### config.mk
export PLATFORM = sky130hd
export DESIGN_NAME = bmp24_to_rgb555_pixel_writer
export DESIGN_NICKNAME = d
export VERILOG_FILES = /design/src/sv/bmprgb_pkg.sv /design/src/sv/bmprgb_div.sv /design/src/sv/bmp24_to_rgb555_pixel_writer.sv
export SDC_FILE = /design/constraint.sdc
export NUM_CORES = 1
export LEC_CHECK = 0
export ABC_CLOCK_PERIOD_IN_PS = 5150
export BUFFER_PORTS_ARGS = -buffer_cell sky130_fd_sc_hd__buf_4
export CAP_MARGIN = 15
export CORE_ASPECT_RATIO = 1.1
export CORE_MARGIN = 2
export CORE_UTILIZATION = 40
export DETAILED_ROUTE_END_ITERATION = 10
export PLACE_DENSITY = 0.62
export SETUP_SLACK_MARGIN = 0.02
export SLEW_MARGIN = 10
export SYNTH_ARGS = -nofsm -noshare
export SYNTH_HDL_FRONTEND = slang
export SYNTH_SLANG_ARGS = --single-unit
### constraint.sdc
create_clock -name clock -period 5.15 [get_ports clock]
set_input_delay 0.2575 -clock clock [delete_from_list [all_inputs] [get_ports clock]]
set_output_delay 0.2575 -clock clock [all_outputs]
set_load 0.1 [all_outputs]
### src/sv/bmprgb_pkg.sv
// Shared types and constants of the BMP to RGB555 pixel writer.
`default_nettype none

package bmprgb_pkg;

   // Byte counter saturates here: any position at or past 2^16 behaves the same.
   localparam int unsigned IDX_W = 17;

   // Header byte positions (little-endian fields).
   localparam logic [IDX_W-1:0] IDX_SIZE_B0   = 17'd2;
   localparam logic [IDX_W-1:0] IDX_SIZE_B1   = 17'd3;
   localparam logic [IDX_W-1:0] IDX_SIZE_B2   = 17'd4;
   localparam logic [IDX_W-1:0] IDX_SIZE_B3   = 17'd5;
   localparam logic [IDX_W-1:0] IDX_OFFSET_B0 = 17'd10;
   localparam logic [IDX_W-1:0] IDX_OFFSET_B1 = 17'd11;
   localparam logic [IDX_W-1:0] IDX_WIDTH_B0  = 17'd18;
   localparam logic [IDX_W-1:0] IDX_WIDTH_B1  = 17'd19;
   localparam logic [IDX_W-1:0] IDX_HEIGHT_B0 = 17'd22;
   localparam logic [IDX_W-1:0] IDX_HEIGHT_B1 = 17'd23;
   localparam logic [IDX_W-1:0] IDX_DATA_MIN  = 17'd24;

   // Configuration register indexes.
   localparam logic CSR_ORIGIN_X = 1'b0;
   localparam logic CSR_ORIGIN_Y = 1'b1;

   // Position of a byte within a B,G,R triple.
   localparam logic [1:0] PHASE_BLUE  = 2'd0;
   localparam logic [1:0] PHASE_GREEN = 2'd1;
   localparam logic [1:0] PHASE_RED   = 2'd2;

   typedef struct packed {
      logic [7:0] file_byte;
      logic       last_byte;
   } req_item_type;

   typedef struct packed {
      logic [15:0] pixel_x;
      logic [15:0] pixel_y;
      logic [14:0] pixel_color;
   } rsp_item_type;

endpackage

`default_nettype wire

### src/sv/bmprgb_div.sv
// Iterative restoring divider: 32-bit dividend by 16-bit divisor, one quotient bit a cycle.
`default_nettype none

module bmprgb_div (
   input  wire logic        clock,
   input  wire logic        reset,
   input  wire logic        start,
   input  wire logic [31:0] dividend,
   input  wire logic [15:0] divisor,
   output logic             busy,
   output logic [31:0]      quotient
);

   typedef enum logic {
      ST_IDLE,
      ST_RUN
   } state_type;

   state_type   state_ff, state_in;
   logic [4:0]  count_ff, count_in;
   logic [15:0] rem_ff, rem_in;
   logic [31:0] quo_ff, quo_in;
   logic [15:0] dsr_ff, dsr_in;
   logic [16:0] rem_sh;
   logic [16:0] diff;
   logic        ge;

   always_comb begin
      state_in = state_ff;
      count_in = count_ff;
      rem_in   = rem_ff;
      quo_in   = quo_ff;
      dsr_in   = dsr_ff;
      rem_sh   = {rem_ff, quo_ff[31]};
      diff     = rem_sh - {1'b0, dsr_ff};
      ge       = (rem_sh >= {1'b0, dsr_ff});
      case (state_ff)
         ST_IDLE: begin
            if (start) begin
               state_in = ST_RUN;
               count_in = '0;
               rem_in   = '0;
               quo_in   = dividend;
               dsr_in   = divisor;
            end
         end
         ST_RUN: begin
            // shift in the next dividend bit, subtract when it fits
            rem_in   = ge ? diff[15:0] : rem_sh[15:0];
            quo_in   = {quo_ff[30:0], ge};
            count_in = count_ff + 5'd1;
            if (count_ff == 5'd31) begin
               state_in = ST_IDLE;
            end
         end
         default: begin
            state_in = ST_IDLE;
         end
      endcase
   end

   always_ff @(posedge clock) begin
      if (reset) begin
         state_ff <= ST_IDLE;
         count_ff <= '0;
         quo_ff   <= '0;
      end else begin
         state_ff <= state_in;
         count_ff <= count_in;
         quo_ff   <= quo_in;
      end
      rem_ff <= rem_in;
      dsr_ff <= dsr_in;
   end

   assign busy     = (state_ff == ST_RUN);
   assign quotient = quo_ff;

endmodule

`default_nettype wire

### src/sv/bmp24_to_rgb555_pixel_writer.sv
// Top level: streaming 24-bit BMP parser that emits RGB555 pixel writes.
//
// Usage: feed the BMP file one byte per item on the req_ channel, marking the
// final byte with last_byte. Header fields (size, data offset, width, height)
// are captured as they pass. Pixel bytes are grouped as B,G,R triples and each
// triple whose column is below the clip limit produces one rsp_ item with
// screen coordinates and a 15-bit RGB555 color.
// Throughput: one byte per cycle while req_stall is low; the byte at header
// position 23 starts the clip-limit division unless the image is degenerate or
// it is the last byte, and intake stays stalled while the divider runs.
// A pixel item is presented on rsp_ the cycle after its red byte unless older
// items are queued ahead of it. A two-entry output queue decouples the sides;
// a stalled receiver only throttles intake once both entries are full.
// Reset clears the parser, the queue and the origin registers; last_byte
// re-arms the parser after its own byte is handled, keeping the origin.
// csr_ writes set origin_x (index 0) and origin_y (index 1); write only idle.
`default_nettype none

module bmp24_to_rgb555_pixel_writer (
   input  wire logic                      clock,
   input  wire logic                      reset,
   input  wire logic                      req_valid,
   output logic                           req_stall,
   input  wire bmprgb_pkg::req_item_type  req_payload,
   output logic                           rsp_valid,
   input  wire logic                      rsp_stall,
   output bmprgb_pkg::rsp_item_type       rsp_payload,
   input  wire logic                      csr_write,
   input  wire logic                      csr_index,
   input  wire logic [9:0]                csr_data
);

   localparam int unsigned IW = bmprgb_pkg::IDX_W;

   // configuration
   logic [9:0] origin_x_ff, origin_y_ff;

   // parser state
   logic [IW-1:0] byte_index_ff,   byte_index_in;
   logic [31:0]   file_size_ff,    file_size_in;
   logic [15:0]   data_offset_ff,  data_offset_in;
   logic [15:0]   image_width_ff,  image_width_in;
   logic [15:0]   image_height_ff, image_height_in;
   logic [15:0]   column_count_ff, column_count_in;
   logic [15:0]   row_count_ff,    row_count_in;
   logic [7:0]    held_blue_ff,    held_blue_in;
   logic [7:0]    held_green_ff,   held_green_in;
   logic [1:0]    byte_phase_ff,   byte_phase_in;
   logic          image_done_ff,   image_done_in;

   // output queue: entry 0 is the head
   bmprgb_pkg::rsp_item_type q_ff [2];
   bmprgb_pkg::rsp_item_type q_in [2];
   logic [1:0] q_count_ff, q_count_in;

   // divider interface; the quotient register holds the column limit
   logic        div_start;
   logic        div_busy;
   logic [31:0] column_limit;
   logic [31:0] div_dividend;

   logic                     accept;
   logic                     pop;
   logic                     push;
   logic                     last;
   logic [7:0]               b;
   logic [15:0]              height_full;
   logic                     pixel_active;
   logic                     col_next_wrap;
   logic [15:0]              col_next;
   bmprgb_pkg::rsp_item_type pixel;

   bmprgb_div u_div (
      .clock    (clock),
      .reset    (reset),
      .start    (div_start),
      .dividend (div_dividend),
      .divisor  (height_full),
      .busy     (div_busy),
      .quotient (column_limit)
   );

   // hold intake while dividing or while the queue is full
   assign req_stall = div_busy || (q_count_ff == 2'd2);
   assign accept    = req_valid && !req_stall;
   assign rsp_valid = (q_count_ff != 2'd0);
   assign pop       = rsp_valid && !rsp_stall;
   assign rsp_payload = q_ff[0];

   assign b            = req_payload.file_byte;
   assign last         = req_payload.last_byte;
   assign height_full  = {b, image_height_ff[7:0]};
   assign div_dividend = file_size_ff - {16'd0, data_offset_ff};

   assign pixel_active = (byte_index_ff >= bmprgb_pkg::IDX_DATA_MIN)
                      && (byte_index_ff >= {1'b0, data_offset_ff})
                      && !image_done_ff;

   assign col_next      = column_count_ff + 16'd1;
   assign col_next_wrap = (col_next >= image_width_ff);

   assign pixel.pixel_x     = {6'd0, origin_x_ff} + column_count_ff;
   assign pixel.pixel_y     = {6'd0, origin_y_ff} + image_height_ff - 16'd1 - row_count_ff;
   assign pixel.pixel_color = {b[7:3], held_green_ff[7:3], held_blue_ff[7:3]};

   always_comb begin
      byte_index_in   = byte_index_ff;
      file_size_in    = file_size_ff;
      data_offset_in  = data_offset_ff;
      image_width_in  = image_width_ff;
      image_height_in = image_height_ff;
      column_count_in = column_count_ff;
      row_count_in    = row_count_ff;
      held_blue_in    = held_blue_ff;
      held_green_in   = held_green_ff;
      byte_phase_in   = byte_phase_ff;
      image_done_in   = image_done_ff;
      div_start       = 1'b0;
      push            = 1'b0;

      if (accept) begin
         // capture header fields
         case (byte_index_ff)
            bmprgb_pkg::IDX_SIZE_B0:   file_size_in[7:0]      = b;
            bmprgb_pkg::IDX_SIZE_B1:   file_size_in[15:8]     = b;
            bmprgb_pkg::IDX_SIZE_B2:   file_size_in[23:16]    = b;
            bmprgb_pkg::IDX_SIZE_B3:   file_size_in[31:24]    = b;
            bmprgb_pkg::IDX_OFFSET_B0: data_offset_in[7:0]    = b;
            bmprgb_pkg::IDX_OFFSET_B1: data_offset_in[15:8]   = b;
            bmprgb_pkg::IDX_WIDTH_B0:  image_width_in[7:0]    = b;
            bmprgb_pkg::IDX_WIDTH_B1:  image_width_in[15:8]   = b;
            bmprgb_pkg::IDX_HEIGHT_B0: image_height_in[7:0]   = b;
            bmprgb_pkg::IDX_HEIGHT_B1: begin
               image_height_in[15:8] = b;
               // degenerate image: no pixels for this file
               if (height_full == 16'd0 || image_width_ff == 16'd0
                   || data_offset_ff < 16'd24) begin
                  image_done_in = 1'b1;
               end else begin
                  div_start = !last;
               end
            end
            default: begin
            end
         endcase

         // group pixel bytes into B,G,R triples
         if (pixel_active) begin
            case (byte_phase_ff)
               bmprgb_pkg::PHASE_BLUE: begin
                  held_blue_in  = b;
                  byte_phase_in = bmprgb_pkg::PHASE_GREEN;
               end
               bmprgb_pkg::PHASE_GREEN: begin
                  held_green_in = b;
                  byte_phase_in = bmprgb_pkg::PHASE_RED;
               end
               default: begin
                  push          = ({16'd0, column_count_ff} < column_limit);
                  byte_phase_in = bmprgb_pkg::PHASE_BLUE;
                  if (col_next_wrap) begin
                     column_count_in = '0;
                     row_count_in    = row_count_ff + 16'd1;
                     if ((row_count_ff + 16'd1) >= image_height_ff) begin
                        image_done_in = 1'b1;
                     end
                  end else begin
                     column_count_in = col_next;
                  end
               end
            endcase
         end

         // saturate rather than wrap back into the header
         if (byte_index_ff != '1) begin
            byte_index_in = byte_index_ff + 1'b1;
         end

         // re-arm after the final byte
         if (last) begin
            byte_index_in   = '0;
            file_size_in    = '0;
            data_offset_in  = '0;
            image_width_in  = '0;
            image_height_in = '0;
            column_count_in = '0;
            row_count_in    = '0;
            held_blue_in    = '0;
            held_green_in   = '0;
            byte_phase_in   = bmprgb_pkg::PHASE_BLUE;
            image_done_in   = 1'b0;
         end
      end
   end

   // output queue update
   always_comb begin
      q_in[0]    = q_ff[0];
      q_in[1]    = q_ff[1];
      q_count_in = q_count_ff;
      if (pop) begin
         q_in[0] = q_ff[1];
      end
      if (push) begin
         if (pop) begin
            if (q_count_ff == 2'd1) begin
               q_in[0] = pixel;
            end else begin
               q_in[1] = pixel;
            end
         end else if (q_count_ff == 2'd0) begin
            q_in[0] = pixel;
         end else begin
            q_in[1] = pixel;
         end
      end
      q_count_in = q_count_ff + {1'b0, push} - {1'b0, pop};
   end

   always_ff @(posedge clock) begin
      if (reset) begin
         origin_x_ff     <= '0;
         origin_y_ff     <= '0;
         byte_index_ff   <= '0;
         file_size_ff    <= '0;
         data_offset_ff  <= '0;
         image_width_ff  <= '0;
         image_height_ff <= '0;
         column_count_ff <= '0;
         row_count_ff    <= '0;
         held_blue_ff    <= '0;
         held_green_ff   <= '0;
         byte_phase_ff   <= bmprgb_pkg::PHASE_BLUE;
         image_done_ff   <= 1'b0;
         q_count_ff      <= '0;
      end else begin
         if (csr_write) begin
            case (csr_index)
               bmprgb_pkg::CSR_ORIGIN_X: origin_x_ff <= csr_data;
               bmprgb_pkg::CSR_ORIGIN_Y: origin_y_ff <= csr_data;
               default: begin
               end
            endcase
         end
         byte_index_ff   <= byte_index_in;
         file_size_ff    <= file_size_in;
         data_offset_ff  <= data_offset_in;
         image_width_ff  <= image_width_in;
         image_height_ff <= image_height_in;
         column_count_ff <= column_count_in;
         row_count_ff    <= row_count_in;
         held_blue_ff    <= held_blue_in;
         held_green_ff   <= held_green_in;
         byte_phase_ff   <= byte_phase_in;
         image_done_ff   <= image_done_in;
         q_count_ff      <= q_count_in;
      end
      q_ff[0] <= q_in[0];
      q_ff[1] <= q_in[1];
   end

endmodule

`default_nettype wire
## After elaboration in Yosys (flattened, before gate mapping)

Memories as Yosys holds them, arrays and structs flattened.
Index checks and enable logic that the tools add are counted.

- Add/sub/neg operators: 12
- Magnitude comparators: 7
- Equality and inequality tests: 17
- Mux-type cells: 63
- Bitwise operators: 2
- Reductions and logical operators: 51

Operator list:

| cell | number |
|---|---|
| 47-bit two-way mux | 5 |
| 16-bit two-way mux | 13 |
| 94-bit two-way mux | 2 |
| 8-bit two-way mux | 16 |
| 17-bit by 5-bit == test with 1-bit output, second input constant | 4 |
| 32-bit two-way mux | 2 |
| 32-bit one-hot mux with 2 select lines | 1 |
| 17-bit by 2-bit == test with 1-bit output, second input constant | 2 |
| 17-bit by 3-bit == test with 1-bit output, second input constant | 2 |
| 17-bit by 4-bit == test with 1-bit output, second input constant | 2 |
| 17-bit by 16-bit greater-or-equal comparator with 1-bit output | 2 |
| 17-bit two-way mux | 2 |
| 10-bit by 16-bit adder with 16-bit output | 2 |
| 16-bit by 1-bit adder with 16-bit output, second input constant | 2 |
| 16-bit greater-or-equal comparator | 2 |
| 16-bit logical NOT | 2 |
| 16-bit by 32-bit < comparator with 1-bit output | 1 |
| 16-bit one-hot mux with 2 select lines | 1 |
| 2-bit nonzero test | 16 |
| 16-bit subtractor | 2 |
| 32-bit by 16-bit subtractor with 32-bit output | 1 |
| 2-bit AND reduction | 15 |
| 17-bit by 1-bit adder with 17-bit output, second input constant | 1 |
| 17-bit by 5-bit greater-or-equal comparator with 1-bit output, second input constant | 1 |
| other kinds (25) | 53 |

- Bits in registers: 240
- Bits in writable memories: 94
- Word-level logic and storage cells: 178
- Memories kept: 1

Memories:

| memory | words | bits a word | read ports | clocked after memory_dff | write ports | line | text |
|---|---|---|---|---|---|---|---|
| q_ff | 2 | 47 | 2 | 0 | 2 | bmp24_to_rgb555_pixel_writer.sv:52 | `bmprgb_pkg::rsp_item_type q_ff [2];` |

## Logic depth before layout (Yosys ltp)

Gate-level depths: netlist of run 1.

- Depth after elaboration: 10
- Mapped depth: 17
- Mapped depth without buffers: 15

## Hierarchy

A second synthesis of run 1 with hierarchy kept.

- Cell total of the unflattened synthesis: 2251
- Area total of the unflattened synthesis: 19264.7 µm²

By module, submodules not included:

| module | instances | cells each | area each (µm²) |
|---|---|---|---|
| bmp24_to_rgb555_pixel_writer | 1 | 1860 | 15537.4 |
| bmprgb_div | 1 | 391 | 3727.3 |

## Worst setup path after synthesis of run 1

Ideal clock, no wire load.

- Path type: reg2reg
- From: register, netlist name column_count_ff[9]
- To: memory q_ff[0][47] (netlist name) (enable)
- Arrival time: 3.945 ns
- Setup slack: 0.754 ns
- Stages on the path, launching flop included: 10
- Path through: dfxtp_1 > ha_1 > a211oi_1 > o211ai_1 > a22o_1 > a31oi_2 > nor2_2 > nor2_2 > inv_1 > nor2_1

RTL lines:

| item | line |
|---|---|
| end: declaration | bmp24_to_rgb555_pixel_writer.sv:52 |

## Worst setup path after layout of run 1

- From: register column_count_ff[0]
- To: register row_count_ff[0]

- Word-level cells in the longest chain between the ends: 4

RTL lines:

| item | line | text |
|---|---|---|
| start: declaration | bmp24_to_rgb555_pixel_writer.sv:44 | `logic [15:0] column_count_ff, column_count_in;` |
| start signal: assignment | bmp24_to_rgb555_pixel_writer.sv:250 | `column_count_ff <= column_count_in;` |
| 16-bit by 1-bit adder with 16-bit output | bmp24_to_rgb555_pixel_writer.sv:99 | `assign col_next = column_count_ff + 16'd1;` |
| 16-bit greater-or-equal comparator | bmp24_to_rgb555_pixel_writer.sv:100 | `assign col_next_wrap = (col_next >= image_width_ff);` |
| 2-bit nonzero test (no source line) | - |  |
| 4-bit AND reduction (no source line) | - |  |
| end signal: assignment | bmp24_to_rgb555_pixel_writer.sv:251 | `row_count_ff <= row_count_in;` |
| end: declaration | bmp24_to_rgb555_pixel_writer.sv:45 | `logic [15:0] row_count_ff, row_count_in;` |

No other way between the ends.
A chain may end at the register's enable or synchronous reset.

==> results of run 1 <==
-- repair_timing --
action,4_1_cts,5_1_grt
gates resized for setup,0,0
endpoints found under the hold margin,35,0
hold buffers,18,0
-- synth_stat cells (15+ instances only) --
| library cell | count | area, µm² |
|---|---|---|
| mux2i_1 | 60 | 601 |
| a21o_1 | 15 | 113 |
| and3_1 | 31 | 194 |
| clkbuf_1 | 74 | 278 |
| nor2_1 | 168 | 631 |
| nand3_1 | 107 | 536 |
| a211oi_1 | 28 | 210 |
| a22oi_1 | 37 | 278 |
| a21oi_1 | 178 | 891 |
| edfxtp_1 | 79 | 2370 |
| nor3_1 | 27 | 135 |
| a31oi_1 | 42 | 263 |
| dfxtp_1 | 249 | 4980 |
| or3_1 | 15 | 93.8 |
| xnor2_1 | 58 | 508 |
| o21ai_0 | 122 | 611 |
| nor4_1 | 27 | 169 |
| and2_1 | 18 | 113 |
| nand2b_1 | 23 | 144 |
| nand2_1 | 223 | 837 |
| nor2b_1 | 36 | 225 |
| xor2_1 | 39 | 342 |
| nand4_1 | 19 | 119 |
| ha_1 | 135 | 1690 |
| inv_1 | 145 | 544 |
| buf_4 | 48 | 360 |
| buf_2 | 15 | 75.1 |
| o21a_1 | 18 | 135 |
-- per-stage QoR --
stage          hold WS (ps)  util (%)  worst slack (ps)
6_report                116      45.0               602
5_1_grt                 123      45.0               168
4_1_cts                87.9      45.0               665
3_5_place_dp            445      41.9               681
3_3_place_gp            446      41.9               836
2_1_floorplan           356         -               754
-- cells by family (layout without fill, tap and decap cells) --
| kind of cell | Yosys count | count (layout) | synth area share, % |
|---|---|---|---|
| AO/OA/AOI/OAI | 555 | 555 | 18.3 |
| XOR/XNOR | 97 | 97 | 4.43 |
| adder cells (fa/ha/maj) | 149 | 149 | 10.3 |
| buffers and inverters | 289 | 326 | 6.70 |
| flip-flops | 328 | 328 | 38.4 |
| multiplexers | 61 | 61 | 3.19 |
| AND/OR/NAND/NOR | 739 | 739 | 18.8 |
-- routing by layer --
layer	GRT usage (%)	up-vias	wire length, µm
met5	0	-	0
met4	7.06	0	1370
met3	3.25	73	2200
met2	37.3	362	26400
met1	27.5	7839	23800
li1	-	7894	-
-- area by class of cell --
type | count | area share [%]
clock buffer | 52 | 5.26
clock inverter | 15 | 0.759
inverter | 148 | 2.59
multi-input combinational | 1601 | 49.2
sequential | 328 | 34.3
tap | 645 | 3.77
timing repair buffer | 111 | 4.10
-- flip-flops by register name, summed over array words and instances (netlist names), 10 cells and up --
register,flops
byte_index_ff,17
column_count_ff,16
data_offset_ff,16
file_size_ff,32
image_height_ff,16
image_width_ff,16
origin_x_ff,10
origin_y_ff,10
q_ff,94
row_count_ff,16
u_div.dsr_ff,16
u_div.quotient,32
u_div.rem_ff,16
-- critical path: cells and delay by family (launching register included) --
family          cells  cell delay (ps)
xor+xnor            1              180
fa+ha+maj           2              610
mux                 1              200
simple gates        7             2100
buf+inv             1              310
compound gates      2              640
flops               1              470
-- placed cells by master (no fill, tap or decap), types with 60 or more instances in the layout --
| master | n |
|---|---|
| nor2_1 | 167 |
| edfxtp_1 | 79 |
| nand2_1 | 222 |
| nand3_1 | 107 |
| mux2i_1 | 60 |
| buf_4 | 93 |
| a21oi_1 | 178 |
| o21ai_0 | 122 |
| dfxtp_1 | 249 |
| inv_1 | 145 |
| ha_1 | 135 |
-- power breakdown --
group / internal, W / switching, W
clock network: 0.00165 / 0.00113
logic: 0.000562 / 0.00182
registers: 0.00281 / 0.000165
-- path summary, 6_finish.rpt --
kind | to | slack [ps] | cells after the start
min | origin_x_ff[7]$_SDFFE_PP0P_ | 120 | 4
max | row_count_ff[0]$_SDFFE_PP0P_ | 600 | 14
max reg2reg | row_count_ff[0]$_SDFFE_PP0P_ | 600 | 14
min reg2reg | q_ff[0][56]$_DFFE_PP_ | 460 | 0
==> out/results.tsv, run 1 <==
metric	value	unit
status	finished, final reports clean	
grt_max_degree	75	
finalPower	0.00814	W
ys_ff_latch	328	
fin_cells	2900	
core_area	47600	µm²
grt_overflow	0	
slowest_delay	520	ps
grt_pass1_vias	15400	
ios	74	
cp-end-kind	flop	
fin_worst_skew	19.4	ps
fin_crit	4550	ps
die_x	213	µm
hold_violations	0	
synth_nets	2392	
drt_iter0_drc	1107	
fin_setup_tns	0	ps
drtAntennaViolNets	0	
hp-class	in2reg	
ys.flop_type	dfxtp_1	
cp.arrival	5060	ps
synth_edf_count	79	
leakage	8.44	nW
place.gp.congestion	0.876	
period_share	88.3	%
dp.cells	2815	
initial_core_util	40.3	%
grt_pass1_wl	84.7	mm
cp_max_fo	8	
clk_latency	560	ps
peakVddDrop	0.460	mV
rsz0062_at_grt	no	
fillers	4582	
multiInputGateArea	10500	µm²
avgSynthCellArea	8.64	µm²
regArea	7360	µm²
drv_slew	0	
path_class	reg2reg	
vias	16200	
synthToLayoutAreaGrowth	11.8	%
syn_area	19200	µm²
drc_errors	0	
root_buffer	clkbuf_16	
via_per_inst	5.58	
synth.yosys.seq_area_share	38.4	%
crit_path_cell_trace	ha_1 > nand3_1 > nor3_1 > and3_1 > nand3_1 > xnor2_1 > ha_1 > and4_1 > o2111ai_1 > o21ai_0 > nand2b_1 > nand4_1 > inv_1 > mux2_2	
clkTransAtPathRegs	60	ps
tightest_slew	1290	ps
synth.distinct_cells	86	
powerDensity	380	nW/µm²
critPathLaunchType	flop	
nNetsFinal	2401	
clock_sink_count	328	
cts_tree	done	
hpwl	39.4	mm
io_buffer_count	73	
firstDrtPassIters	5	
fmax	0.220	GHz
wirelength	53.8	mm
htreeDepth	2	
worstSetupStartpoint	column_count_ff[0]$_SDFFE_PP0P_	
antenna_cells	0	
die_area	49700	µm²
ys_warn_count	0	
rows	84	
drt-wirelength-per-cell	18.6	µm
synthArstFlopShare	0	%
numCtsBuffers	37	
cts_setup_buffers	0	
drv_cap	0	
setup_viol	0	
slowest_stage	o21ai_0	
required	5660	ps
stdcell_area	21400	µm²
drive_above_1_share	8.47	%
worstHoldStart	csr_index	
placed_cell_area	20000	µm²
cts_buffer_depth	3	
reg2reg_from	column_count_ff[0]$_SDFFE_PP0P_	
track_usage	21.6	%
slew_headroom	13.9	%
fp.dieH	234	µm
synth_cells	2218	
antenna_found_initial	0	
(Power assumes the default switching activity.)
==> run 2: changes to the inputs <==
ABC_CLOCK_PERIOD_IN_PS = 5110   (was 5150)
CORE_MARGIN = 10   (was 2)
clock period = 5.11 ns   (was 5.15 ns; I/O delays follow)
==> run 2 against run 1 <==
First-iteration DRC count grew 22%. Global-route usage shrank 3.1 points. Sequential power is essentially flat.
==> out/results.tsv, run 2 (synthesis gave the netlist of run 1 again) <==
metric	value	unit	change
required	5600	ps	-60 ps
leakage	8.44	nW	about the same
cp-end-kind	flop		
largest_reg_flops	94		unchanged
grt_pass1_vias	15900		+3.1%
fillers	4590		+0.17%
reg2reg_setup_slack	570	ps	-30 ps
die_x	229	µm	+7.5%
drv_slew	0		unchanged
critPathLaunchType	flop		
cts_buffer_depth	3		unchanged
synthToLayoutAreaGrowth	11.9	%	about the same
rsz0062_at_grt	no		
p_clk_share	34.7	%	+0.6 points
setup_viol	0		unchanged
nNetsFinal	2400		-0.042%
cts_tree	done		
drc_errors	0		unchanged
grt_overflow	0		unchanged
fin_worst_skew	34.0	ps	+14.6 ps
power_frac_comb	29.1	%	-0.2 points
fin_setup_tns	0	ps	unchanged
path_class	reg2reg		
clk_latency	580	ps	+20 ps
clkTransAtPathRegs	60	ps	about the same
antenna_cells	0		unchanged
cp_max_fo	14		+6
io_buffer_count	73		unchanged
finalWorstSetupSlack	573	ps	-29.6 ps
slew_headroom	16.1	%	+2.2 points
final_cell_mix	dfxtp_1, nand2_1, a21oi_1		
htreeDepth	2		unchanged
ios	74		unchanged
drt_iter0_drc	1347		+22%
top_register	q_ff		
fmax	0.220	GHz	+0.23%
wirelength	54.3	mm	+0.91%
root_buffer	clkbuf_16		
drtAntennaViolNets	0		unchanged
grt_max_degree	75		unchanged
met1_usage	23.3	%	-4.1 points
drt-wirelength-per-cell	18.7	µm	+0.91%
powerDensity	387	nW/µm²	+1.9%
cts_hold_buffers	18		unchanged
core_area	47600	µm²	unchanged
antenna_found_initial	0		unchanged
vias	16400		+1.2%
use_met2	31.5	%	-5.9 points
firstDrtPassIters	7		+2
numCtsBuffers	38		+2.7%
p_switching	0.00316	W	+1.5%
die_area	57100	µm²	+15%
rows	84		unchanged
hpwl	40.1	mm	+1.8%
drive_above_1_share	8.34	%	-0.13 points
drv_cap	0		unchanged
hold_violations	0		unchanged
period_share	88.8	%	+0.49 points
fin_crit	4540	ps	-10.4 ps
cp.arrival	5020	ps	-40 ps
peakVddDrop	0.515	mV	+12%
layout_commonest_cell	dfxtp_1		
hp-class	in2reg		
cts_setup_buffers	0		unchanged
post-place-ws	655	ps	-26.0 ps
p_int	0.00514	W	+2.3%
clock_sink_count	328		unchanged
place.gp.congestion	0.900		+2.7%
grt_pass1_wl	86.5	mm	+2.1%
initial_core_util	40.3	%	unchanged
power_frac_seq	36.2	%	-0.4 points
via_per_inst	5.64		+1.2%
busiest_layer	met2		
track_usage	18.5	%	-3.1 points
status	finished, final reports clean		
tightest_slew	1260	ps	-33.6 ps
swShare	38.1	%	-0.20 points
grt_use_met3	2.63	%	-0.62 points
cts_resized	0		unchanged
fp.dieH	250	µm	+6.8%
-- run 2: final timing paths --
| kind | start | end | cells past startpoint |
|---|---|---|---|
| max | column_count_ff[1]$_SDFFE_PP0P_ | column_count_ff[15]$_SDFFE_PP0P_ | 17 |
| min | csr_index | origin_x_ff[5]$_SDFFE_PP0P_ | 4 |
| max reg2reg | column_count_ff[1]$_SDFFE_PP0P_ | column_count_ff[15]$_SDFFE_PP0P_ | 17 |
| min reg2reg | held_green_ff[5]$_SDFFE_PP0P_ | q_ff[0][54]$_DFFE_PP_ | 0 |
-- run 2: per-layer routing --
layer / up-vias / part of all wire, %
met4: 0 / 3.3
met1: 7849 / 43
met2: 523 / 48
li1: 7893 / -
met5: - / 0
met3: 101 / 6.1
-- run 2: power by group through the flow --
stage                     clock network (W)  logic [W]  registers (W)
after floorplan                           0    0.00213        0.00299
after global placement                    0    0.00238        0.00305
after detailed placement                  0    0.00241        0.00306
after CTS                           0.00294    0.00242        0.00301
after global routing                0.00304    0.00253        0.00303
final                               0.00288    0.00242        0.00300
-- run 2: area by class of cell --
class | count | area [µm²] | share of cell area, %
clock buffer | 53 | 1110 | 5.18
clock inverter | 16 | 209 | 0.974
inverter | 148 | 556 | 2.59
multi-input combinational | 1601 | 10500 | 49.2
sequential | 328 | 7360 | 34.3
tap | 645 | 807 | 3.76
timing repair buffer | 109 | 863 | 4.03
-- run 2: through the flow --
| step | total power [W] | hold WS (ps) | cells | area [µm²] | utilization, % |
|---|---|---|---|---|---|
| finish | 0.00830 | 149 | 2900 | 21400 | 45.0 |
| global route | 0.00860 | 174 | 2900 | 21400 | 45.0 |
| CTS | 0.00837 | 135 | 2900 | 21400 | 45.0 |
| detailed placement | 0.00547 | 443 | 2813 | 19900 | 41.9 |
| global placement | 0.00544 | 440 | 2813 | 19900 | 41.9 |
| floorplan | 0.00512 | 354 | 2218 | 19200 | - |
-- run 2: critical path: stages (launching register included) --
cell and delay [ps]:
dfxtp_1 490, ha_1 300, nand3_1 160, nor3_1 490
and3_1 360, nand3_1 130, xnor2_1 240, ha_1 300
a21oi_1 150, nand2_1 80, a221oi_1 260, o21ai_0 310
nand2b_1 320, buf_4 250, nor3_2 120, buf_4 230
a21oi_1 80, o21ai_0 190
